[src/hdl/pdcm_pkg.sv]
package pdcm_pkg;

    localparam int TIMER_BITS_DEF = 16;

    localparam int TS_W   = 16;
    localparam int DUTY_W = 15;
    localparam int OUT_W  = 16;
    localparam int CFG_AW = 4;
    localparam int CFG_DW = 32;

    // 100 percent in units of 1/256 percent.
    localparam logic [DUTY_W-1:0] FULL_Q8 = 15'd25600;

    localparam logic [15:0] MISMATCH_RST = 16'd50;
    localparam logic [3:0]  WHOLE_RST    = 4'd4;

    localparam logic [1:0] MODE_START = 2'd0;
    localparam logic [1:0] MODE_EDGE  = 2'd1;
    localparam logic [1:0] MODE_TICK  = 2'd2;

    localparam logic [1:0] REG_INVERT   = 2'd0;
    localparam logic [1:0] REG_MISMATCH = 2'd1;
    localparam logic [1:0] REG_WHOLE    = 2'd2;

    // Capture phases; codes at or above PH_IDLE mean no run is active.
    localparam logic [2:0] PH_RISE0     = 3'd0;
    localparam logic [2:0] PH_RISE1     = 3'd1;
    localparam logic [2:0] PH_SKIP_FALL = 3'd2;
    localparam logic [2:0] PH_FALL0     = 3'd3;
    localparam logic [2:0] PH_FALL1     = 3'd4;
    localparam logic [2:0] PH_IDLE      = 3'd5;

    localparam logic [1:0] SLOT_RISE0 = 2'd0;
    localparam logic [1:0] SLOT_RISE1 = 2'd1;
    localparam logic [1:0] SLOT_FALL0 = 2'd2;
    localparam logic [1:0] SLOT_FALL1 = 2'd3;

    typedef enum logic [1:0] {
        STATUS_MEASURED = 2'd0,
        STATUS_FLAT     = 2'd1,
        STATUS_NOISE    = 2'd2
    } status_t;

    typedef enum logic [2:0] {
        CS_IDLE,
        CS_CALC,
        CS_WHOLE,
        CS_MUL,
        CS_DIV,
        CS_DONE
    } ctrl_state_t;

    typedef struct packed {
        logic       accept;
        logic       stamp_we;
        logic [1:0] stamp_sel;
        logic       stamp_clr;
        logic       calc;
        logic       whole_step;
        logic       mul;
        logic       div_step;
        logic       emit_now;
        logic       emit_late;
        logic       emit_meas;
        status_t    emit_status;
    } cmd_t;

    typedef struct packed {
        logic out_free;
        logic all_equal;
        logic period_zero;
        logic mismatch;
        logic whole_ge_max;
        logic rem_ge_period;
        logic div_last;
    } sts_t;

endpackage

[src/hdl/pdcm_ctrl.sv]
module pdcm_ctrl
(
    input  logic             clk,
    input  logic             rst_n,
    input  logic             in_valid,
    output logic             in_ready,
    input  logic [1:0]       mode,
    input  logic             rising,
    input  pdcm_pkg::sts_t   sts,
    output pdcm_pkg::cmd_t   cmd
);

    pdcm_pkg::ctrl_state_t state_reg;
    pdcm_pkg::ctrl_state_t state_next;
    logic [2:0]            phase_reg;
    logic [2:0]            phase_next;

    logic fire;
    logic run_active;
    logic is_start;
    logic is_tick;
    logic is_edge;
    logic want_rise;
    logic take;
    logic stops;

    assign in_ready   = (state_reg == pdcm_pkg::CS_IDLE) && sts.out_free;
    assign fire       = in_valid && in_ready;
    assign run_active = phase_reg < pdcm_pkg::PH_IDLE;
    assign is_start   = fire && (mode == pdcm_pkg::MODE_START);
    assign is_tick    = fire && (mode == pdcm_pkg::MODE_TICK) && run_active;
    assign is_edge    = fire && (mode == pdcm_pkg::MODE_EDGE) && run_active;
    assign want_rise  = (phase_reg == pdcm_pkg::PH_RISE0) || (phase_reg == pdcm_pkg::PH_RISE1);
    // An edge of the wrong polarity for the current phase is dropped.
    assign take       = is_edge && (rising == want_rise);
    assign stops      = sts.all_equal || sts.period_zero || sts.mismatch || sts.whole_ge_max;

    always_ff @(posedge clk or negedge rst_n)
    begin
        if (!rst_n)
        begin
            state_reg <= pdcm_pkg::CS_IDLE;
            phase_reg <= pdcm_pkg::PH_IDLE;
        end
        else
        begin
            state_reg <= state_next;
            phase_reg <= phase_next;
        end
    end

    always_comb
    begin
        state_next = state_reg;
        phase_next = phase_reg;
        case (state_reg)
            pdcm_pkg::CS_IDLE:
            begin
                if (is_start)
                begin
                    phase_next = pdcm_pkg::PH_RISE0;
                end
                else if (is_tick)
                begin
                    phase_next = pdcm_pkg::PH_IDLE;
                end
                else if (take)
                begin
                    case (phase_reg)
                        pdcm_pkg::PH_RISE0:     phase_next = pdcm_pkg::PH_RISE1;
                        pdcm_pkg::PH_RISE1:     phase_next = pdcm_pkg::PH_SKIP_FALL;
                        pdcm_pkg::PH_SKIP_FALL: phase_next = pdcm_pkg::PH_FALL0;
                        pdcm_pkg::PH_FALL0:     phase_next = pdcm_pkg::PH_FALL1;
                        pdcm_pkg::PH_FALL1:
                        begin
                            phase_next = pdcm_pkg::PH_IDLE;
                            state_next = pdcm_pkg::CS_CALC;
                        end
                        default:                phase_next = phase_reg;
                    endcase
                end
            end
            pdcm_pkg::CS_CALC:
            begin
                state_next = pdcm_pkg::CS_WHOLE;
            end
            pdcm_pkg::CS_WHOLE:
            begin
                if (stops)
                begin
                    state_next = pdcm_pkg::CS_IDLE;
                end
                else if (!sts.rem_ge_period)
                begin
                    state_next = pdcm_pkg::CS_MUL;
                end
            end
            pdcm_pkg::CS_MUL:
            begin
                state_next = pdcm_pkg::CS_DIV;
            end
            pdcm_pkg::CS_DIV:
            begin
                if (sts.div_last)
                begin
                    state_next = pdcm_pkg::CS_DONE;
                end
            end
            pdcm_pkg::CS_DONE:
            begin
                if (sts.out_free)
                begin
                    state_next = pdcm_pkg::CS_IDLE;
                end
            end
            default:
            begin
                state_next = pdcm_pkg::CS_IDLE;
            end
        endcase
    end

    always_comb
    begin
        cmd             = '0;
        cmd.emit_status = pdcm_pkg::STATUS_FLAT;
        cmd.accept      = fire;
        case (state_reg)
            pdcm_pkg::CS_IDLE:
            begin
                cmd.stamp_clr = is_tick;
                cmd.emit_now  = is_tick;
                case (phase_reg)
                    pdcm_pkg::PH_RISE0:
                    begin
                        cmd.stamp_we  = take;
                        cmd.stamp_sel = pdcm_pkg::SLOT_RISE0;
                    end
                    pdcm_pkg::PH_RISE1:
                    begin
                        cmd.stamp_we  = take;
                        cmd.stamp_sel = pdcm_pkg::SLOT_RISE1;
                    end
                    pdcm_pkg::PH_FALL0:
                    begin
                        cmd.stamp_we  = take;
                        cmd.stamp_sel = pdcm_pkg::SLOT_FALL0;
                    end
                    pdcm_pkg::PH_FALL1:
                    begin
                        cmd.stamp_we  = take;
                        cmd.stamp_sel = pdcm_pkg::SLOT_FALL1;
                    end
                    default:
                    begin
                        cmd.stamp_we = 1'b0;
                    end
                endcase
            end
            pdcm_pkg::CS_CALC:
            begin
                cmd.calc = 1'b1;
            end
            pdcm_pkg::CS_WHOLE:
            begin
                cmd.emit_late   = stops;
                cmd.whole_step  = !stops && sts.rem_ge_period;
                cmd.emit_status = sts.all_equal ? pdcm_pkg::STATUS_FLAT
                                                : pdcm_pkg::STATUS_NOISE;
            end
            pdcm_pkg::CS_MUL:
            begin
                cmd.mul = 1'b1;
            end
            pdcm_pkg::CS_DIV:
            begin
                cmd.div_step = 1'b1;
            end
            pdcm_pkg::CS_DONE:
            begin
                cmd.emit_meas   = sts.out_free;
                cmd.emit_status = pdcm_pkg::STATUS_MEASURED;
            end
            default:
            begin
                cmd.accept = fire;
            end
        endcase
    end

endmodule

[src/hdl/pdcm_dp.sv]
module pdcm_dp
#(
    parameter int TIMER_BITS = pdcm_pkg::TIMER_BITS_DEF
)
(
    input  logic                            clk,
    input  logic                            rst_n,
    input  pdcm_pkg::cmd_t                  cmd,
    output pdcm_pkg::sts_t                  sts,
    input  logic [pdcm_pkg::TS_W-1:0]       timestamp,
    input  logic                            pin_level,
    input  logic                            invert_duty,
    input  logic [15:0]                     max_period_mismatch,
    input  logic [3:0]                      max_whole_periods,
    output logic                            out_valid,
    input  logic                            out_ready,
    output pdcm_pkg::status_t               out_status,
    output logic [pdcm_pkg::DUTY_W-1:0]     out_duty,
    output logic [pdcm_pkg::OUT_W-1:0]      out_period,
    output logic [pdcm_pkg::OUT_W-1:0]      out_high
);

    localparam int DW = pdcm_pkg::DUTY_W;
    localparam int PW = TIMER_BITS + DW;
    localparam int CW = (TIMER_BITS > 16) ? TIMER_BITS : 16;

    logic [TIMER_BITS-1:0] stamp_reg [4];
    logic [TIMER_BITS-1:0] period_reg;
    logic [TIMER_BITS-1:0] period1_reg;
    logic [TIMER_BITS-1:0] rem_reg;
    logic                  eq_reg;
    logic                  pin_reg;
    logic [3:0]            cnt_reg;
    logic [TIMER_BITS-1:0] div_rem_reg;
    logic [DW-1:0]         qr_reg;

    logic                      out_valid_reg;
    pdcm_pkg::status_t         out_status_reg;
    logic [DW-1:0]             out_duty_reg;
    logic [pdcm_pkg::OUT_W-1:0] out_period_reg;
    logic [pdcm_pkg::OUT_W-1:0] out_high_reg;

    logic [TIMER_BITS-1:0] ts_w;
    logic [TIMER_BITS-1:0] diff;
    logic [TIMER_BITS-1:0] share;
    logic [PW-1:0]         product;
    logic [TIMER_BITS:0]   trial;
    logic                  trial_ge;
    logic [TIMER_BITS:0]   trial_sub;
    logic                  pin_now_high;
    logic                  pin_late_high;

    assign ts_w = TIMER_BITS'(timestamp);
    assign diff = (period_reg >= period1_reg) ? period_reg - period1_reg
                                              : period1_reg - period_reg;
    assign share   = invert_duty ? period_reg - rem_reg : rem_reg;
    assign product = PW'(share) * PW'(pdcm_pkg::FULL_Q8);

    // One quotient bit per step; the remainder stays below the period.
    assign trial     = {div_rem_reg, qr_reg[DW-1]};
    assign trial_ge  = trial >= {1'b0, period_reg};
    assign trial_sub = trial - {1'b0, period_reg};

    assign pin_now_high  = pin_level ^ invert_duty;
    assign pin_late_high = pin_reg ^ invert_duty;

    assign sts.out_free      = !out_valid_reg || out_ready;
    assign sts.all_equal     = eq_reg;
    assign sts.period_zero   = period_reg == '0;
    assign sts.mismatch      = CW'(diff) >= CW'(max_period_mismatch);
    assign sts.whole_ge_max  = cnt_reg >= max_whole_periods;
    assign sts.rem_ge_period = rem_reg >= period_reg;
    assign sts.div_last      = cnt_reg == 4'd0;

    always_ff @(posedge clk)
    begin
        if (cmd.accept)
        begin
            pin_reg <= pin_level;
        end
        if (cmd.stamp_clr)
        begin
            for (int i = 0; i < 4; i++)
            begin
                stamp_reg[i] <= '0;
            end
        end
        else if (cmd.stamp_we)
        begin
            stamp_reg[cmd.stamp_sel] <= ts_w;
        end

        if (cmd.calc)
        begin
            period_reg  <= stamp_reg[3] - stamp_reg[2];
            period1_reg <= stamp_reg[1] - stamp_reg[0];
            rem_reg     <= stamp_reg[3] - stamp_reg[1];
            eq_reg      <= (stamp_reg[0] == stamp_reg[1]) && (stamp_reg[1] == stamp_reg[2])
                           && (stamp_reg[2] == stamp_reg[3]);
            cnt_reg     <= 4'd0;
        end
        else if (cmd.whole_step)
        begin
            rem_reg <= rem_reg - period_reg;
            cnt_reg <= cnt_reg + 4'd1;
        end
        else if (cmd.mul)
        begin
            div_rem_reg <= product[PW-1:DW];
            qr_reg      <= product[DW-1:0];
            cnt_reg     <= 4'(DW - 1);
        end
        else if (cmd.div_step)
        begin
            div_rem_reg <= trial_ge ? trial_sub[TIMER_BITS-1:0] : trial[TIMER_BITS-1:0];
            qr_reg      <= {qr_reg[DW-2:0], trial_ge};
            cnt_reg     <= cnt_reg - 4'd1;
        end
    end

    always_ff @(posedge clk or negedge rst_n)
    begin
        if (!rst_n)
        begin
            out_valid_reg <= 1'b0;
        end
        else if (cmd.emit_now || cmd.emit_late || cmd.emit_meas)
        begin
            out_valid_reg <= 1'b1;
        end
        else if (out_ready)
        begin
            out_valid_reg <= 1'b0;
        end
    end

    always_ff @(posedge clk)
    begin
        if (cmd.emit_now || cmd.emit_late)
        begin
            out_status_reg <= cmd.emit_status;
            out_period_reg <= '0;
            out_high_reg   <= '0;
            if (cmd.emit_now ? pin_now_high : pin_late_high)
            begin
                out_duty_reg <= pdcm_pkg::FULL_Q8;
            end
            else
            begin
                out_duty_reg <= '0;
            end
        end
        else if (cmd.emit_meas)
        begin
            out_status_reg <= cmd.emit_status;
            out_duty_reg   <= qr_reg;
            out_period_reg <= pdcm_pkg::OUT_W'(period_reg);
            out_high_reg   <= pdcm_pkg::OUT_W'(rem_reg);
        end
    end

    assign out_valid  = out_valid_reg;
    assign out_status = out_status_reg;
    assign out_duty   = out_duty_reg;
    assign out_period = out_period_reg;
    assign out_high   = out_high_reg;

endmodule

[src/hdl/pwm_duty_capture_meter_top.sv]
// PWM duty meter. Each input beat is a start, a captured edge with its timer stamp, or a
// timer overflow tick. After a start the block records a pair of rising edges, skips a falling
// edge and records a pair of falling edges; the last of these ends the run and produces one
// result beat with status, period, high time and duty in 1/256 percent. An overflow tick
// during a run ends it at once as a flatline, with duty taken from the pin level. Beats that
// produce no result, and the overflow tick, are handled without leaving the idle state. The
// run-ending edge starts a repeated-subtraction loop with one step per whole period between
// capture points, then a multiply and a 15-step restoring divider that produces the duty
// bits. Rejected runs finish sooner. A new input beat is taken only when the controller is
// idle and the output register is empty or being drained. TIMER_BITS sets the width of the
// internal timestamp arithmetic; the user must write registers over the APB port only while
// the block is idle, which the block itself does not enforce.
module pwm_duty_capture_meter_top
#(
    parameter int TIMER_BITS = pdcm_pkg::TIMER_BITS_DEF
)
(
    input  logic                        clk,
    input  logic                        rst_n,

    input  logic                        psel,
    input  logic                        penable,
    input  logic                        pwrite,
    input  logic [pdcm_pkg::CFG_AW-1:0] paddr,
    input  logic [pdcm_pkg::CFG_DW-1:0] pwdata,
    output logic [pdcm_pkg::CFG_DW-1:0] prdata,
    output logic                        pready,

    input  logic                        s_tvalid,
    output logic                        s_tready,
    input  logic [23:0]                 s_tdata,   // timestamp[15:0], rising[16], pin_level[17]
    input  logic [1:0]                  s_tuser,   // mode[1:0]

    output logic                        m_tvalid,
    input  logic                        m_tready,
    output logic [47:0]                 m_tdata,   // duty_q8[14:0], period_ticks[30:15],
                                                   // high_ticks[46:31]
    output logic [1:0]                  m_tuser    // status[1:0]
);

    logic        invert_reg;
    logic [15:0] mismatch_reg;
    logic [3:0]  whole_reg;
    logic        cfg_we;

    pdcm_pkg::cmd_t    cmd;
    pdcm_pkg::sts_t    sts;
    pdcm_pkg::status_t out_status;
    logic [pdcm_pkg::DUTY_W-1:0] out_duty;
    logic [pdcm_pkg::OUT_W-1:0]  out_period;
    logic [pdcm_pkg::OUT_W-1:0]  out_high;

    assign pready = 1'b1;
    assign cfg_we = psel && penable && pwrite && pready;

    always_ff @(posedge clk or negedge rst_n)
    begin
        if (!rst_n)
        begin
            invert_reg   <= 1'b0;
            mismatch_reg <= pdcm_pkg::MISMATCH_RST;
            whole_reg    <= pdcm_pkg::WHOLE_RST;
        end
        else if (cfg_we)
        begin
            case (paddr[3:2])
                pdcm_pkg::REG_INVERT:   invert_reg   <= pwdata[0];
                pdcm_pkg::REG_MISMATCH: mismatch_reg <= pwdata[15:0];
                pdcm_pkg::REG_WHOLE:    whole_reg    <= pwdata[3:0];
                default:                invert_reg   <= invert_reg;
            endcase
        end
    end

    always_comb
    begin
        case (paddr[3:2])
            pdcm_pkg::REG_INVERT:   prdata = {31'd0, invert_reg};
            pdcm_pkg::REG_MISMATCH: prdata = {16'd0, mismatch_reg};
            pdcm_pkg::REG_WHOLE:    prdata = {28'd0, whole_reg};
            default:                prdata = '0;
        endcase
    end

    pdcm_ctrl u_ctrl
    (
        .clk      (clk),
        .rst_n    (rst_n),
        .in_valid (s_tvalid),
        .in_ready (s_tready),
        .mode     (s_tuser),
        .rising   (s_tdata[16]),
        .sts      (sts),
        .cmd      (cmd)
    );

    pdcm_dp
    #(
        .TIMER_BITS (TIMER_BITS)
    )
    u_dp
    (
        .clk                 (clk),
        .rst_n               (rst_n),
        .cmd                 (cmd),
        .sts                 (sts),
        .timestamp           (s_tdata[15:0]),
        .pin_level           (s_tdata[17]),
        .invert_duty         (invert_reg),
        .max_period_mismatch (mismatch_reg),
        .max_whole_periods   (whole_reg),
        .out_valid           (m_tvalid),
        .out_ready           (m_tready),
        .out_status          (out_status),
        .out_duty            (out_duty),
        .out_period          (out_period),
        .out_high            (out_high)
    );

    assign m_tuser = out_status;
    assign m_tdata = {1'b0, out_high, out_period, out_duty};

    // A result is only ever loaded into an output register that is empty or being taken.
    assert property (@(posedge clk) disable iff (!rst_n)
        (cmd.emit_now || cmd.emit_late || cmd.emit_meas) |-> (!m_tvalid || m_tready))
        else $error("result loaded over a pending output beat");

    // A measured duty never exceeds 100 percent.
    assert property (@(posedge clk) disable iff (!rst_n)
        (m_tvalid && (m_tuser == pdcm_pkg::STATUS_MEASURED))
            |-> (m_tdata[14:0] <= pdcm_pkg::FULL_Q8))
        else $error("measured duty above full scale");

    // Flatline and rejected results carry no period and no high time.
    assert property (@(posedge clk) disable iff (!rst_n)
        (m_tvalid && (m_tuser != pdcm_pkg::STATUS_MEASURED)) |-> (m_tdata[46:15] == '0))
        else $error("unmeasured result with nonzero timing fields");

endmodule

[config.mk]
export PLATFORM = sky130hd
export DESIGN_NAME = pwm_duty_capture_meter_top
export DESIGN_NICKNAME = d
export VERILOG_FILES = /design/src/hdl/pdcm_pkg.sv /design/src/hdl/pdcm_ctrl.sv /design/src/hdl/pdcm_dp.sv /design/src/hdl/pwm_duty_capture_meter_top.sv
export SDC_FILE = /design/constraint.sdc
export NUM_CORES = 1
export LEC_CHECK = 0
export BUFFER_PORTS_ARGS = -buffer_cell sky130_fd_sc_hd__buf_4
export CORE_ASPECT_RATIO = 0.6
export CORE_MARGIN = 4
export CORE_UTILIZATION = 36
export CTS_CLUSTER_DIAMETER = 50
export DETAILED_ROUTE_END_ITERATION = 16
export GPL_TIMING_DRIVEN = 0
export MAX_ROUTING_LAYER = met4
export SKIP_LAST_GASP = 1
export SYNTH_ARGS = -nofsm -noshare
export SYNTH_HDL_FRONTEND = slang
export SYNTH_SLANG_ARGS = --single-unit
[constraint.sdc]
create_clock -name clk -period 5.9 [get_ports clk]
set_input_delay 0.295 -clock clk [delete_from_list [all_inputs] [get_ports clk]]
set_output_delay 0.295 -clock clk [all_outputs]
set_load 0.01 [all_outputs]
Word-level counts from Yosys, hierarchy flattened. Memories as Yosys holds them, arrays and structs flattened. Cells that the tools add are included. Widths: inputs -> output; s select.

Register bits after elaboration: 162. Memory bits (writable): 64. Memories kept: 1. Output and inout bits: 85. Word-level logic and storage cells: 162.

Memories: u_dp.stamp_reg (words 4, bits a word 16, read ports 4, clocked after memory_dff 0, wr ports 4, line pdcm_dp.sv:27) `logic [TIMER_BITS-1:0] stamp_reg [4];`.

Multiplexer cells: 54. Bitwise logic cells: 4. Equal/unequal tests: 24. $add $sub $neg: 10. Reduce and logical (&&, ||, !) cells: 43. $lt $le $gt $ge: 6. Multiply operators: 1.

Operators with widths (count): $mux 16 (8); $sub 16x16->16 (8); $mux 15 (5); $eq 16x16->1 (3); $ge 16x16->1 (3); $pmux 16 s3 (1); $mux 3 (11); $mul 16x5->21 const B (1); $pmux 3 s6 (1); $ge 17x16->1 (1); $mux 1 (17); $logic_not 16->1 (1); $mux 4 (4); $reduce_or 16->1 (1); $pmux 3 s5 (1); $logic_and 1x1->1 (13); $eq 3x2->1 const B (4); $eq 3x3->1 const B (3); $mux 2 (4); $ne 2x2->1 const B (4); $reduce_bool 2->1 (4); $logic_or 1x1->1 (7); $reduce_and 7->1 (1); $reduce_bool 7->1 (1); 22 further kinds (35).

Longest topological paths before layout. Gate-level depths: netlist of the first run.

Word-level depth: 14. Mapped depth: 26. Gate-level depth less buffers: 26.

Modules after synthesis. From an unflattened synthesis of the first run, not the netlist that was laid out.

Cells, all modules: 1851. Area total of the unflattened synthesis: 17583.1 um^2.

Modules (own cells, without submodules): pdcm_dp (area each 15914.0 um^2, instances 1, cells an instance 1685); pwm_duty_capture_meter_top (area each 1094.8 um^2, instances 1, cells an instance 88); pdcm_ctrl (area each 574.3 um^2, instances 1, cells an instance 78).

Worst setup path before layout of the first run. Ideal clock, no wire load.

Path type: reg2reg. Start: reg u_dp.period_reg[1]. End: reg u_dp.div_rem_reg[15] (data pin). Data required time: 5.631 ns. Data arrival time: 4.941 ns. Path slack: 0.690 ns. Buffers on the path: 0. Cell stages (with the launch flop): 26. Clock period less this slack: 5.210 ns. Path through: edfxtp_1 -> inv_1 -> fa_1 -> nor2b_1 -> o21ai_0 -> nand2b_1 -> a21oi_1 -> o21ai_0 -> a21oi_1 -> xnor2_1 -> nand2_1 -> o21ai_0 -> ha_1 -> ha_1 -> inv_1 -> fa_1 -> inv_1 -> ha_1 -> and4_1 -> o311a_1 -> o41a_1 -> nor4_1 -> nor3_1 -> a21oi_1 -> xor2_1 -> o21ai_0.

Longest elaborated chain between the ends: 4. Elaborated cells between the ends (all ways): 8.

Ends and longest elaborated chain: start, declared (line pdcm_dp.sv:28) `logic [TIMER_BITS-1:0] period_reg;`; start signal, assigned (line pdcm_dp.sv:95) `period_reg <= stamp_reg[3] - stamp_reg[2];`; $sub 16x16->16 (tied with other cells) (line pdcm_dp.sv:56) `assign share = invert_duty ? period_reg - rem_reg : rem_reg;`; $mux 16 (on tied branches) (line pdcm_dp.sv:56, pdcm_dp.sv:115); $mul 16x5->21 or $mux 16 (tied branches) (line pdcm_dp.sv:57, pdcm_dp.sv:113); $mux 16 (*) (line pdcm_dp.sv:107) `else if (cmd.mul)`; end signal, assigned (line pdcm_dp.sv:109) `div_rem_reg <= product[PW-1:DW];`; end signal, assigned (line pdcm_dp.sv:115) `div_rem_reg <= trial_ge ? trial_sub[TIMER_BITS-1:0] : trial[TIMER_BITS-1:0];`; end, declared (line pdcm_dp.sv:34) `logic [TIMER_BITS-1:0] div_rem_reg;`.

Every way passes the cells marked *; elsewhere a longest branch is shown, timed or not. The select of a mux whose other input is x is not followed. A chain may end at the register's enable or synchronous reset.

Worst setup path after layout of the first run.
Start: reg u_dp.period_reg[5]. End: reg u_dp.div_rem_reg[15] (data pin).

Same word-level chain as after synthesis.

==> results.txt, run 1 <==
----------------------------------------------------
[Synth]
  Post-synthesis register bit count ... 226
  Register area share after synthesis ... 36.3%
  Ranking of synthesized cells by area ... sky130_fd_sc_hd__edfxtp_1 28%, sky130_fd_sc_hd__ha_1 14%, sky130_fd_sc_hd__a21oi_1 4.4%
  Biggest area consumer among synthesized cells ... sky130_fd_sc_hd__edfxtp_1
  Cell variety after synth ... 84
  Most common flop cell mapped by yosys ... sky130_fd_sc_hd__edfxtp_1
  Count of yosys warnings during synthesis ... 0
  Synth Cell Area ... 17,300 µm²
  Gate count after technology mapping ... 1,890
  Number of synthesized flops with an enable pin ... 162
  Syn avg cell area ... 9.17 µm²
  Synth async-reset ratio ... 12.4%
  Portion of synthesized cell area occupied by the leading cell type ... 28.1%

[Worst setup path]
  Kind of start point of the critical path ... flop
  Number of buffer and inverter stages on the critical path ... 3
  Crit end category ... flop
  Internal reg-to-reg setup slack ... 210 ps
  CP Depth ... 24
  Most repeated library cell on the critical path ... sky130_fd_sc_hd__ha_1
  Cells traversed along the worst timing path ... ha_1, buf_4, a21o_1, a21o_1, nor2_1, a21oi_2, o41ai_4, xnor2_1, nand2_1, o21ai_2, ha_1, ha_1, inv_1, fa_1, inv_1, ha_1, and4_1, o311a_1, o41a_1, nor4_2, nor3_1, a21oi_2, xor2_2, o21ai_1
  Highest fanout seen on the critical path ... 10
  Crit path from ... u_dp.period_reg[5]$_DFFE_PP_
  Reg-to-reg startpoint ... u_dp.period_reg[5]$_DFFE_PP_
  Longest individual stage delay on the worst path ... 520 ps
  Capturing instance or port of the critical path ... u_dp.div_rem_reg[15]$_DFFE_PP_
  Category of cells accounting for the largest share of critical-path delay ... adder cells
  Worst Reg-to-Reg Cells ... 24
  Crit Path Category ... flop to flop
  CP Data Required Time ... 6210 ps
  Worst Path Arrival ... 6010 ps
  Max stage delay cell, worst path ... sky130_fd_sc_hd__fa_1
  Reg-to-reg endpoint ... u_dp.div_rem_reg[15]$_DFFE_PP_

[Timing]
  Max Freq ... 176 MHz
  Hold violation count in the final report ... 0
  Setup repair after global routing missed its margin ... true
  Count of final max-slew check failures ... 0
  Worst relative slew slack ... 28.4%
  Min Clock Period, post-route ... 5690 ps
  Endpoints failing setup ... 0
  Post-route fraction of the period consumed by the critical path ... 96.5%
  Post-Route Skew ... 19.9 ps
  Worst slew pin tran ... 1070 ps

[CTS]
  H-tree levels ... 1
  Clock buffers created by TritonCTS ... 29
  Number of clock sinks ... 226
  Clock tree from TritonCTS ... yes
  Largest buffer count on any clock path ... 3
  Cell chosen for the clock root ... sky130_fd_sc_hd__clkbuf_16
  Worst-skew pair later-pin latency ... 580 ps
  Clock-pin slew reported for the worst setup and hold paths after clock tree synthesis ... 70 ps

[GRT]
  First-pass GRT wire length ... 82.0 mm
  Number of global-route vias before repair ... 13,500
  Maximum number of pins on one net before global-route repair ... 35
  Overall routing resource usage ... 21.1%
  Number of antenna violations at the first check in global routing ... 0
  Overall overflow remaining after global route ... 0

[Hold path]
  Type of the worst min-delay path ... input port to flop

[Layout]
  Antenna diode instance count ... 0
  Final net count ... 2,369
  Area growth syn-to-layout ... 18.3%
  Fill cell total of the finished layout ... 4,592
  Reg area ... 6290 µm²
  Max FFs per register ... 64
  Area of combinational cells with multiple inputs ... 10,100 µm²
  Core occupancy in the finished layout ... 43.7%
  Ratio of cells with drive above 1 in the final layout ... 14.0%

[Floorplanning]
  Core box area ... 46,900 µm²
  Die height ... 178 µm
  Starting density of the core ... 36.9%
  I/O pins ... 154
  DIE AREA ... 51,800 µm²
  Horiz. Die Dim ... 291 µm
  Standard-cell row count ... 61

[Route]
  Total number of vias ... 14,500
  Drt total wl ... 54.4 mm
  DRC marker count from the first detailed-route iteration ... 1,635
  Length of routed wiring on met1 ... 29.0 mm
  Antenna violation net count after detailed routing ... 0
  Drt wl/cell ... 19.9 µm
  Met3 Wirelength ... 4.94 mm
  Number of optimization iterations in the first detailed-route pass ... 5
  Number of remaining DRC errors ... 0
  Highest metal layer with signal wires ... met4
  Via density ... 5.31
  Met2 Routed Length ... 19.7 mm

[Job]
  Max Cap Violations ... 0

[Status]
  Outcome ... completed

[Placed design]
  Post-detailed-placement half-perimeter wirelength ... 43.4 mm
  Count of input and output buffers ... 111
  Routability cong. ... 0.958

----------------------------------------------------
-- cell usage in the layout (no fill, tap or decap), types with 14 or more instances in the layout --
cell type                       instances
sky130_fd_sc_hd__nand3_1               29
sky130_fd_sc_hd__or3_1                 14
sky130_fd_sc_hd__nand2_1              108
sky130_fd_sc_hd__ha_1                 192
sky130_fd_sc_hd__dlygate4sd3_1         22
sky130_fd_sc_hd__mux2i_1               23
sky130_fd_sc_hd__and2_1               105
sky130_fd_sc_hd__inv_1                192
sky130_fd_sc_hd__clkbuf_16             29
sky130_fd_sc_hd__dfrtp_1               22
sky130_fd_sc_hd__o211ai_1              15
sky130_fd_sc_hd__clkbuf_1              46
sky130_fd_sc_hd__nand2b_1              24
sky130_fd_sc_hd__o21ai_0               95
sky130_fd_sc_hd__mux2_2                14
sky130_fd_sc_hd__fa_1                  18
sky130_fd_sc_hd__conb_1                18
sky130_fd_sc_hd__nor2_1               176
sky130_fd_sc_hd__buf_2                 14
sky130_fd_sc_hd__a21oi_1              145
sky130_fd_sc_hd__nand4_1               18
sky130_fd_sc_hd__buf_4                144
sky130_fd_sc_hd__a211oi_1              20
sky130_fd_sc_hd__edfxtp_1             162
sky130_fd_sc_hd__o21a_1                22
sky130_fd_sc_hd__dfxtp_1               36
sky130_fd_sc_hd__nor2b_1               29
sky130_fd_sc_hd__nor4_1                14
sky130_fd_sc_hd__xnor2_1               56
sky130_fd_sc_hd__nor3_1                36
sky130_fd_sc_hd__xor2_1                48
sky130_fd_sc_hd__a21o_1                20
-- cell families after synthesis --
| kind of cell | share of synthesized area, % |
|---|---|
| and+or+nand+nor | 17.5 |
| AOI/OAI and AO/OA | 15.5 |
| buffers and inverters | 6.53 |
| DFF | 36.3 |
| adders and majority gates | 16.4 |
| xor gates and xnor gates | 5.36 |
| muxes | 2.30 |
| other | 0.0433 |
-- metal layers --
| metal | vias up | track usage, % |
|---|---|---|
| met2 | 550 | 26.5 |
| met1 | 6981 | 34.2 |
| met4 | 0 | 3.03 |
| met3 | 57 | 4.19 |
| li1 | 6949 | - |
| met5 | - | - |
-- area by class of cell --
| class | count | share of cell area [%] |
|---|---|---|
| multi-input combinational | 1405 | 49.4 |
| sequential | 226 | 30.7 |
| clock inverter | 20 | 1.17 |
| tap | 630 | 3.84 |
| timing repair buffer | 147 | 5.71 |
| inverter | 195 | 3.57 |
| buffer | 80 | 1.97 |
| clock buffer | 34 | 3.63 |
-- synth_stat cells (22+ instances only) --
cell type and number:
sky130_fd_sc_hd__mux2i_1 23, sky130_fd_sc_hd__and2_1 105, sky130_fd_sc_hd__xnor2_1 56, sky130_fd_sc_hd__nor2b_1 29
sky130_fd_sc_hd__ha_1 197, sky130_fd_sc_hd__inv_1 195, sky130_fd_sc_hd__a21oi_1 152, sky130_fd_sc_hd__o21a_1 22
sky130_fd_sc_hd__nor3_1 36, sky130_fd_sc_hd__o21ai_0 106, sky130_fd_sc_hd__xor2_1 50, sky130_fd_sc_hd__edfxtp_1 162
sky130_fd_sc_hd__dfxtp_1 36, sky130_fd_sc_hd__nand2b_1 24, sky130_fd_sc_hd__nor2_1 177, sky130_fd_sc_hd__nand2_1 111
sky130_fd_sc_hd__nand3_1 29, sky130_fd_sc_hd__dfrtp_1 22, sky130_fd_sc_hd__clkbuf_1 43
-- per-stage QoR --
stage                     TNS [ps]  hold WS [ps]  area (µm²)  setup WS [ps]  cells
after floorplan                  0        -0.591       17400            690   1906
after global placement       -6150           247       19000           -645   2647
after detailed placement     -9750           247       19000           -645   2648
after CTS                        0          2.26       20300           9.24   2727
after global routing          -131          15.3       20500           -102   2737
final                            0          26.9       20500            207   2737
-- worst min-delay path by stage --
stage                      startpoint  slack (ps)                             endpoint  cells past startpoint
after floorplan                 rst_n        -0.6               invert_reg$_DFFE_PN0P_                      0
after detailed placement        rst_n         250      u_ctrl.phase_reg[1]$_DFFE_PN0P_                      1
final                     s_tdata[14]          30  u_dp.stamp_reg[0][14]$_SDFFCE_PN0P_                      2
after CTS                  s_tdata[1]           2   u_dp.stamp_reg[0][1]$_SDFFCE_PN0P_                      2
after global routing       s_tdata[1]          20   u_dp.stamp_reg[2][1]$_SDFFCE_PN0P_                      2
after global placement          rst_n         250      u_ctrl.phase_reg[1]$_DFFE_PN0P_                      1
-- timing repair --
item	in CTS	in global routing
hold buffers	22	0
endpoints found under the setup margin	37	54
buffers inserted	3	10
pin swaps	7	7
hold endpoints to repair	58	0
gates resized for setup	24	28
-- worst reg2reg max path: stages (launching register included) --
cell and delay, ps:
sky130_fd_sc_hd__edfxtp_1 510, sky130_fd_sc_hd__ha_1 330, sky130_fd_sc_hd__buf_4 180, sky130_fd_sc_hd__a21o_1 160, sky130_fd_sc_hd__a21o_1 210, sky130_fd_sc_hd__nor2_1 120
sky130_fd_sc_hd__a21oi_2 110, sky130_fd_sc_hd__o41ai_4 310, sky130_fd_sc_hd__xnor2_1 170, sky130_fd_sc_hd__nand2_1 80, sky130_fd_sc_hd__o21ai_2 140, sky130_fd_sc_hd__ha_1 270
sky130_fd_sc_hd__ha_1 280, sky130_fd_sc_hd__inv_1 50, sky130_fd_sc_hd__fa_1 520, sky130_fd_sc_hd__inv_1 40, sky130_fd_sc_hd__ha_1 360, sky130_fd_sc_hd__and4_1 230
sky130_fd_sc_hd__o311a_1 150, sky130_fd_sc_hd__o41a_1 380, sky130_fd_sc_hd__nor4_2 160, sky130_fd_sc_hd__nor3_1 90, sky130_fd_sc_hd__a21oi_2 160, sky130_fd_sc_hd__xor2_2 330
sky130_fd_sc_hd__o21ai_1 90
Power of run 1 is not shown: default switching activity piles up to over one toggle a cycle in this logic, so the estimate is an artifact.
==> inputs of run 2 (changes only) <==
--- a/config.mk
+++ b/config.mk
@@ -5,12 +5,13 @@
 export SDC_FILE = /design/constraint.sdc
 export NUM_CORES = 1
 export LEC_CHECK = 0
-export BUFFER_PORTS_ARGS = -buffer_cell sky130_fd_sc_hd__buf_4
+export BUFFER_PORTS_ARGS = -buffer_cell sky130_fd_sc_hd__buf_2
 export CORE_ASPECT_RATIO = 0.6
 export CORE_MARGIN = 4
 export CORE_UTILIZATION = 36
 export CTS_CLUSTER_DIAMETER = 50
 export DETAILED_ROUTE_END_ITERATION = 16
+export GPL_ROUTABILITY_DRIVEN = 1
 export GPL_TIMING_DRIVEN = 0
 export MAX_ROUTING_LAYER = met4
 export SKIP_LAST_GASP = 1
==> results.txt, run 2 (synthesized netlist as in run 1, its figures left out) <==
----------------------------------------------------
[Worst setup path]
  Crit Path Category ... flop to flop (unchanged)
  Crit end category ... flop (unchanged)
  Max stage delay cell, worst path ... sky130_fd_sc_hd__fa_1 (unchanged)
  Worst Path Arrival ... 6090 ps (was 6010 ps)
  Longest individual stage delay on the worst path ... 530 ps (was 520 ps)
  Kind of start point of the critical path ... flop (unchanged)
  Highest fanout seen on the critical path ... 6 (was 10)
  CP Data Required Time ... 6200 ps (was 6210 ps)
  Internal reg-to-reg setup slack ... 100 ps (was 210 ps)

[Placed design]
  Routability cong. ... 0.921 (was 0.958)
  Count of input and output buffers ... 111 (unchanged)
  Post-detailed-placement half-perimeter wirelength ... 42.9 mm (was 43.4 mm)
  Worst slack, placed ... -634 ps (was -645 ps)

[Layout]
  Area growth syn-to-layout ... 16.2% (was 18.3%)
  Ratio of cells with drive above 1 in the final layout ... 14.4% (was 14.0%)
  Fill cell total of the finished layout ... 4,578 (was 4,592)
  Commonest cells after routing, fill and taps aside ... 192 x sky130_fd_sc_hd__ha_1, 191 x sky130_fd_sc_hd__inv_1, 176 x sky130_fd_sc_hd__nor2_1 (was 192 x sky130_fd_sc_hd__inv_1, 192 x sky130_fd_sc_hd__ha_1, 176 x sky130_fd_sc_hd__nor2_1)
  Core occupancy in the finished layout ... 42.9% (was 43.7%)
  Max FFs per register ... 64 (unchanged)
  Most frequent standard cell in the layout excluding fill and tap cells ... sky130_fd_sc_hd__ha_1
  Reg area ... 6290 µm² (unchanged)
  Area of combinational cells with multiple inputs ... 10,100 µm² (about the same)
  Final net count ... 2,368 (was 2,369)
  Antenna diode instance count ... 0 (unchanged)

[Route]
  Number of remaining DRC errors ... 0 (unchanged)
  Drt total wl ... 53.9 mm (was 54.4 mm)
  Via density ... 5.25 (was 5.31)
  Drt wl/cell ... 19.7 µm (was 19.9 µm)
  Total number of vias ... 14,400 (was 14,500)
  Number of optimization iterations in the first detailed-route pass ... 7 (was 5)
  DRC marker count from the first detailed-route iteration ... 1,362 (was 1,635)
  Antenna violation net count after detailed routing ... 0 (unchanged)

[Timing]
  Post-route fraction of the period consumed by the critical path ... 98.2% (was 96.5%)
  Worst relative slew slack ... 32.0% (was 28.4%)
  Worst Setup Slack, final ... 104 ps (was 207 ps)
  Sum of negative setup slack ... 0 ps (unchanged)
  Setup repair after global routing missed its margin ... true (unchanged)
  Worst hold margin ... 49.3 ps (was 26.9 ps)
  Post-Route Skew ... 20.5 ps (was 19.9 ps)
  Count of final max-slew check failures ... 0 (unchanged)
  Min Clock Period, post-route ... 5800 ps (was 5690 ps)
  Endpoints failing setup ... 0 (unchanged)
  Max Freq ... 173 MHz (was 176 MHz)
  Worst slew pin tran ... 1020 ps (was 1070 ps)
  Hold violation count in the final report ... 0 (unchanged)

[CTS]
  H-tree levels ... 1 (unchanged)
  Clock buffers created by TritonCTS ... 26 (was 29)
  Clock tree from TritonCTS ... yes (unchanged)
  Cell chosen for the clock root ... sky130_fd_sc_hd__clkbuf_16 (unchanged)
  Largest buffer count on any clock path ... 3 (unchanged)
  Number of clock sinks ... 226 (unchanged)
  Worst-skew pair later-pin latency ... 560 ps (was 580 ps)
  Clock-pin slew reported for the worst setup and hold paths after clock tree synthesis ... 70 ps (about the same)

[GRT]
  First-pass GRT wire length ... 81.1 mm (was 82.0 mm)
  Number of global-route vias before repair ... 13,400 (was 13,500)
  Overall overflow remaining after global route ... 0 (unchanged)
  Overall routing resource usage ... 20.8% (was 21.1%)
  Maximum number of pins on one net before global-route repair ... 35 (unchanged)
  Number of antenna violations at the first check in global routing ... 0 (unchanged)

[Floorplanning]
  I/O pins ... 154 (unchanged)
  Die height ... 178 µm (unchanged)
  Starting density of the core ... 36.9% (unchanged)
  Core box area ... 46,900 µm² (unchanged)
  Standard-cell row count ... 61 (unchanged)
  Horiz. Die Dim ... 291 µm (unchanged)
  DIE AREA ... 51,800 µm² (unchanged)

[Hold path]
  Type of the worst min-delay path ... input port to flop (unchanged)

[Status]
  Outcome ... completed (unchanged)

[Job]
  Max Cap Violations ... 0 (unchanged)

----------------------------------------------------
## run 2: changes by cell type in the layout (fill, tap and decap cells not counted), sizes merged
cell,before,now
clkinvlp,1,5
clkbuf,78,73
dlygate4sd3,22,18
inv,201,198
buf,161,166
bufinv,4,3
## run 2: per-stage QoR
stage | instances | area (µm²)
after global placement | 2647 | 18700
after floorplan | 1906 | 17400
final | 2733 | 20100
after detailed placement | 2648 | 18800
after CTS | 2718 | 19900
after global routing | 2733 | 20100
## run 2: area by class of cell
type,instances,area share [%]
plain buffers,80,2.04
flip-flops and latches,226,31.2
inverters,195,3.65
clock buffers,28,3.37
clock inverters,20,1.04
well taps,630,3.91
repair buffers,149,4.46
multi-input cells,1405,50.3
## run 2: metal layers
layer	GRT usage [%]	part of all wire [%]	vias up
li1	-	-	6959
met1	33.0	51	6790
met2	26.3	36	544
met3	5.48	11	57
met4	3.05	1.7	0
met5	-	0	-
## run 2: repair_timing
| item | CTS | global route |
|---|---|---|
| hold endpoints to repair | 42 | 0 |
| setup buffers | 4 | 15 |
| gates resized for setup | 19 | 39 |
| setup endpoints to repair | 38 | 38 |
| gates cloned | 0 | 0 |
| hold buffers | 18 | 0 |
| pin swaps | 5 | 10 |
## run 2: worst max-delay path, delay by kind of cell, from the launching register on
kind                     cells  cell delay [ps]
buffers and inverters        3              210
AND/OR/NAND/NOR              4              680
XOR/XNOR                     2              510
flip-flops                   1              460
adder cells (fa/ha/maj)      6             1700
AO/OA/AOI/OAI               11             1970
## run 2: worst paths after layout
kind                                          startpoint                              end  depth (start not counted)
setup reg to reg            u_dp.period_reg[0]$_DFFE_PP_   u_dp.div_rem_reg[14]$_DFFE_PP_                         26
min in group asynchronous                          rst_n     mismatch_reg[13]$_DFFE_PN0P_                          2
hold / removal                                s_tdata[2]   u_dp.stamp_reg[3][2]$_DFFE_PP_                          2
hold reg to reg            u_dp.out_high[5]$_SDFFE_PN0P_    u_dp.out_high[5]$_SDFFE_PN0P_                          2
setup / recovery            u_dp.period_reg[0]$_DFFE_PP_   u_dp.div_rem_reg[14]$_DFFE_PP_                         26
max in group asynchronous                          rst_n  u_ctrl.state_reg[1]$_DFFE_PN0P_                          2
Power of run 2 is left out for the same reason.
==> inputs of run 3 (changes only) <==
--- a/config.mk
+++ b/config.mk
@@ -5,10 +5,12 @@
 export SDC_FILE = /design/constraint.sdc
 export NUM_CORES = 1
 export LEC_CHECK = 0
+export ABC_AREA = 1
 export BUFFER_PORTS_ARGS = -buffer_cell sky130_fd_sc_hd__buf_2
 export CORE_ASPECT_RATIO = 0.6
 export CORE_MARGIN = 4
 export CORE_UTILIZATION = 36
+export CTS_BUF_LIST = sky130_fd_sc_hd__clkbuf_4
 export CTS_CLUSTER_DIAMETER = 50
 export DETAILED_ROUTE_END_ITERATION = 16
 export GPL_ROUTABILITY_DRIVEN = 1
==> results.txt, run 3 <==
----------------------------------------------------
[Placed design]
  Worst slack, placed ... -313 ps (was -634 ps)
  Routability cong. ... 0.984 (was 0.921)
  Post-Place Cell Area ... 19,100 µm² (was 18,800 µm²)
  Post-detailed-placement half-perimeter wirelength ... 49.1 mm (was 42.9 mm)
  Count of input and output buffers ... 111 (unchanged)

[Layout]
  Area growth syn-to-layout ... 15.8% (was 16.2%)
  Fill cell total of the finished layout ... 4,946 (was 4,578)
  Max FFs per register ... 64 (unchanged)
  Ratio of cells with drive above 1 in the final layout ... 11.9% (was 14.4%)
  Most frequent standard cell in the layout excluding fill and tap cells ... sky130_fd_sc_hd__inv_1 (was sky130_fd_sc_hd__ha_1)
  Commonest cells after routing, fill and taps aside ... 378 x sky130_fd_sc_hd__inv_1, 368 x sky130_fd_sc_hd__nand2_1, 257 x sky130_fd_sc_hd__nor2_1 (was 192 x sky130_fd_sc_hd__ha_1, 191 x sky130_fd_sc_hd__inv_1, 176 x sky130_fd_sc_hd__nor2_1)
  Final design instance area without fill ... 20,500 µm² (was 20,100 µm²)
  Final net count ... 2,756 (was 2,368)

[Synth]
  Multiplexer fraction of the synthesized cell area ... 0.304% (was 2.30%)
  Most common flop cell mapped by yosys ... sky130_fd_sc_hd__edfxtp_1 (unchanged)
  Cell variety after synth ... 52 (was 84)
  Number of synthesized flops with an enable pin ... 162 (unchanged)
  Portion of synthesized cell area occupied by the leading cell type ... 27.5% (was 28.1%)
  Post-Synth Adder-Cell Area ... 16.1% (was 16.4%)
  Ranking of synthesized cells by area ... sky130_fd_sc_hd__edfxtp_1 28%, sky130_fd_sc_hd__ha_1 14%, sky130_fd_sc_hd__inv_1 8.0% (was sky130_fd_sc_hd__edfxtp_1 28%, sky130_fd_sc_hd__ha_1 14%, sky130_fd_sc_hd__a21oi_1 4.4%)
  Synthesized-area fraction occupied by and/or/nand/nor cells ... 18.4% (was 17.5%)
  Main combinational cell family by area after synthesis ... simple AND/OR/NAND/NOR gates (unchanged)
  Xor/xnor cell area share of the yosys netlist ... 4.46% (was 5.36%)
  Compound-gate portion of the synthesized area ... 14.8% (was 15.5%)
  Synth async-reset ratio ... 12.4% (unchanged)
  Cell with the most instances after synthesis ... sky130_fd_sc_hd__inv_1 (was sky130_fd_sc_hd__ha_1)
  Most used standard cells in the synthesized netlist ... 379 x sky130_fd_sc_hd__inv_1, 369 x sky130_fd_sc_hd__nand2_1, 257 x sky130_fd_sc_hd__nor2_1 (was 197 x sky130_fd_sc_hd__ha_1, 195 x sky130_fd_sc_hd__inv_1, 177 x sky130_fd_sc_hd__nor2_1)
  Count of yosys warnings during synthesis ... 0 (unchanged)
  Synth Cell Area ... 17,700 µm² (was 17,300 µm²)
  Gate count after technology mapping ... 2,231 (was 1,890)
  Biggest area consumer among synthesized cells ... sky130_fd_sc_hd__edfxtp_1 (unchanged)
  Syn avg cell area ... 7.92 µm² (was 9.17 µm²)
  Post-synthesis register bit count ... 226 (unchanged)
  Register area share after synthesis ... 35.6% (was 36.3%)

[CTS]
  Clock tree from TritonCTS ... yes (unchanged)
  Worst-skew pair later-pin latency ... 780 ps (was 560 ps)
  Cell chosen for the clock root ... sky130_fd_sc_hd__clkbuf_4 (was sky130_fd_sc_hd__clkbuf_16)
  H-tree levels ... 2 (was 1)
  Clock-pin slew reported for the worst setup and hold paths after clock tree synthesis ... 70 ps (about the same)
  Clock buffers created by TritonCTS ... 59 (was 26)
  Number of clock sinks ... 226 (unchanged)
  Largest buffer count on any clock path ... 3 (unchanged)

[Hold path]
  Type of the worst min-delay path ... input port to flop (unchanged)

[Worst setup path]
  Crit end category ... flop (unchanged)
  Max stage delay cell, worst path ... sky130_fd_sc_hd__fa_1 (unchanged)
  Crit Path Category ... flop to flop (unchanged)
  Longest individual stage delay on the worst path ... 540 ps (was 530 ps)
  Cells traversed along the worst timing path ... inv_1, ha_1, fa_1, o21ai_2, nand4_1, o211ai_1, xor2_1, o21ai_1, inv_1, ha_1, ha_1, inv_1, fa_1, inv_1, ha_1, a21oi_1, a21boi_0, nand3_1, a211oi_1, nand2_1, nand2_1, o21ai_0
  CP Data Required Time ... 6400 ps (was 6200 ps)
  Kind of start point of the critical path ... flop (unchanged)
  Highest fanout seen on the critical path ... 5 (was 6)
  Worst Path Arrival ... 6140 ps (was 6090 ps)

[Timing]
  Count of final max-slew check failures ... 0 (unchanged)
  Max Freq ... 177 MHz (was 173 MHz)
  Post-Route Skew ... 45.5 ps (was 20.5 ps)
  Setup repair after global routing missed its margin ... true (unchanged)
  Worst slew pin tran ... 1200 ps (was 1020 ps)
  Worst relative slew slack ... 19.7% (was 32.0%)
  Endpoints failing setup ... 0 (unchanged)
  Post-route fraction of the period consumed by the critical path ... 95.5% (was 98.2%)
  Min Clock Period, post-route ... 5640 ps (was 5800 ps)
  Sum of negative setup slack ... 0 ps (unchanged)
  Worst Setup Slack, final ... 264 ps (was 104 ps)
  Hold violation count in the final report ... 0 (unchanged)

[Floorplanning]
  I/O pins ... 154 (unchanged)
  Horiz. Die Dim ... 294 µm (was 291 µm)
  Starting density of the core ... 36.7% (was 36.9%)
  Standard-cell row count ... 62 (was 61)
  Die height ... 180 µm (was 178 µm)
  Core box area ... 48,200 µm² (was 46,900 µm²)
  DIE AREA ... 52,800 µm² (was 51,800 µm²)

[GRT]
  First-pass GRT wire length ... 90.6 mm (was 81.1 mm)
  Overall routing resource usage ... 22.8% (was 20.8%)
  Maximum number of pins on one net before global-route repair ... 38 (was 35)
  Number of antenna violations at the first check in global routing ... 1 (was 0)
  Overall overflow remaining after global route ... 0 (unchanged)
  Number of global-route vias before repair ... 14,900 (was 13,400)

[Job]
  Max Cap Violations ... 0 (unchanged)

[Route]
  Drt total wl ... 60.7 mm (was 53.9 mm)
  Via density ... 5.15 (was 5.25)
  Total number of vias ... 16,300 (was 14,400)
  DRC marker count from the first detailed-route iteration ... 1,762 (was 1,362)
  Drt wl/cell ... 19.2 µm (was 19.7 µm)
  Number of optimization iterations in the first detailed-route pass ... 5 (was 7)
  Number of remaining DRC errors ... 0 (unchanged)
  Antenna violation net count after detailed routing ... 0 (unchanged)

[Status]
  Outcome ... completed (unchanged)

----------------------------------------------------
-- run 3: cell count changes after synthesis, moves of 43 or more --
cell	previous run	this run
sky130_fd_sc_hd__nand2_1	111	369
sky130_fd_sc_hd__inv_1	195	379
sky130_fd_sc_hd__and2_1	105	3
sky130_fd_sc_hd__nor2_1	177	257
sky130_fd_sc_hd__o21ai_0	106	156
sky130_fd_sc_hd__nand3_1	29	72
-- run 3: cells by family (layout without fill, tap and decap cells) --
| logic type | Yosys count | after routing |
|---|---|---|
| compound gates | 461 | 461 |
| other cells | 2 | 19 |
| flops | 226 | 226 |
| mux | 5 | 5 |
| xor+xnor | 90 | 90 |
| fa+ha+maj | 216 | 216 |
| simple gates | 781 | 781 |
| buf+inv | 450 | 725 |
-- run 3: final timing paths --
| kind | startpoint | slack (ps) | depth (start not counted) | to |
|---|---|---|---|---|
| min | penable | 70 | 5 | invert_reg$_DFFE_PN0P_ |
| min reg2reg | u_dp.out_high[0]$_SDFFE_PN0P_ | 500 | 2 | u_dp.out_high[0]$_SDFFE_PN0P_ |
| min in group asynchronous | rst_n | 80 | 2 | mismatch_reg[13]$_DFFE_PN0P_ |
| max | u_dp.period_reg[0]$_DFFE_PP_ | 260 | 22 | u_dp.div_rem_reg[15]$_DFFE_PP_ |
| max reg2reg | u_dp.period_reg[0]$_DFFE_PP_ | 260 | 22 | u_dp.div_rem_reg[15]$_DFFE_PP_ |
| max in group asynchronous | rst_n | 5360 | 2 | u_ctrl.state_reg[2]$_DFFE_PN0P_ |
-- run 3: per-layer routing --
| metal | track usage (%) | vias to the layer above | share of wire [%] |
|---|---|---|---|
| met5 | - | - | 0 |
| met4 | 4.26 | 0 | 1.7 |
| met3 | 5.57 | 76 | 9.9 |
| met2 | 28.1 | 643 | 37 |
| met1 | 36.6 | 7676 | 52 |
| li1 | - | 7892 | - |
-- run 3: what timing repair did --
item | CTS | global route
setup buffers | 0 | 7
resized for setup | 2 | 5
endpoints found under the hold margin | 117 | 0
endpoints found under the setup margin | 3 | 24
hold buffers | 44 | 0
-- run 3: stage by stage --
stage	util [%]	cells	hold WS [ps]
2_1_floorplan	-	2247	-0.591
3_3_place_gp	39.6	2998	367
3_5_place_dp	39.7	2999	372
4_1_cts	42.3	3155	23.7
5_1_grt	42.5	3163	99.7
6_report	42.5	3163	66.7
-- run 3: critical path: cells and delay by family (launching register included) --
| family | cells | cell delay (ps) |
|---|---|---|
| AOI/OAI and AO/OA | 7 | 1610 |
| xor gates and xnor gates | 1 | 100 |
| adders and majority gates | 6 | 2280 |
| buffers and inverters | 4 | 420 |
| DFF | 1 | 490 |
| and+or+nand+nor | 4 | 490 |
-- run 3: cell type report --
cell class	instances	area [µm²]	area share (%)
Sequential cell	226	6290	30.7
Buffer	69	393	1.92
Antenna cell	1	2.50	0.0122
Timing Repair Buffer	163	1080	5.28
Clock buffer	86	646	3.15
Tap cell	640	801	3.91
Clock inverter	26	190	0.929
Multi-Input combinational cell	1571	9630	47.1
Inverter	381	1430	7.00
Power of run 3 is left out for the same reason.
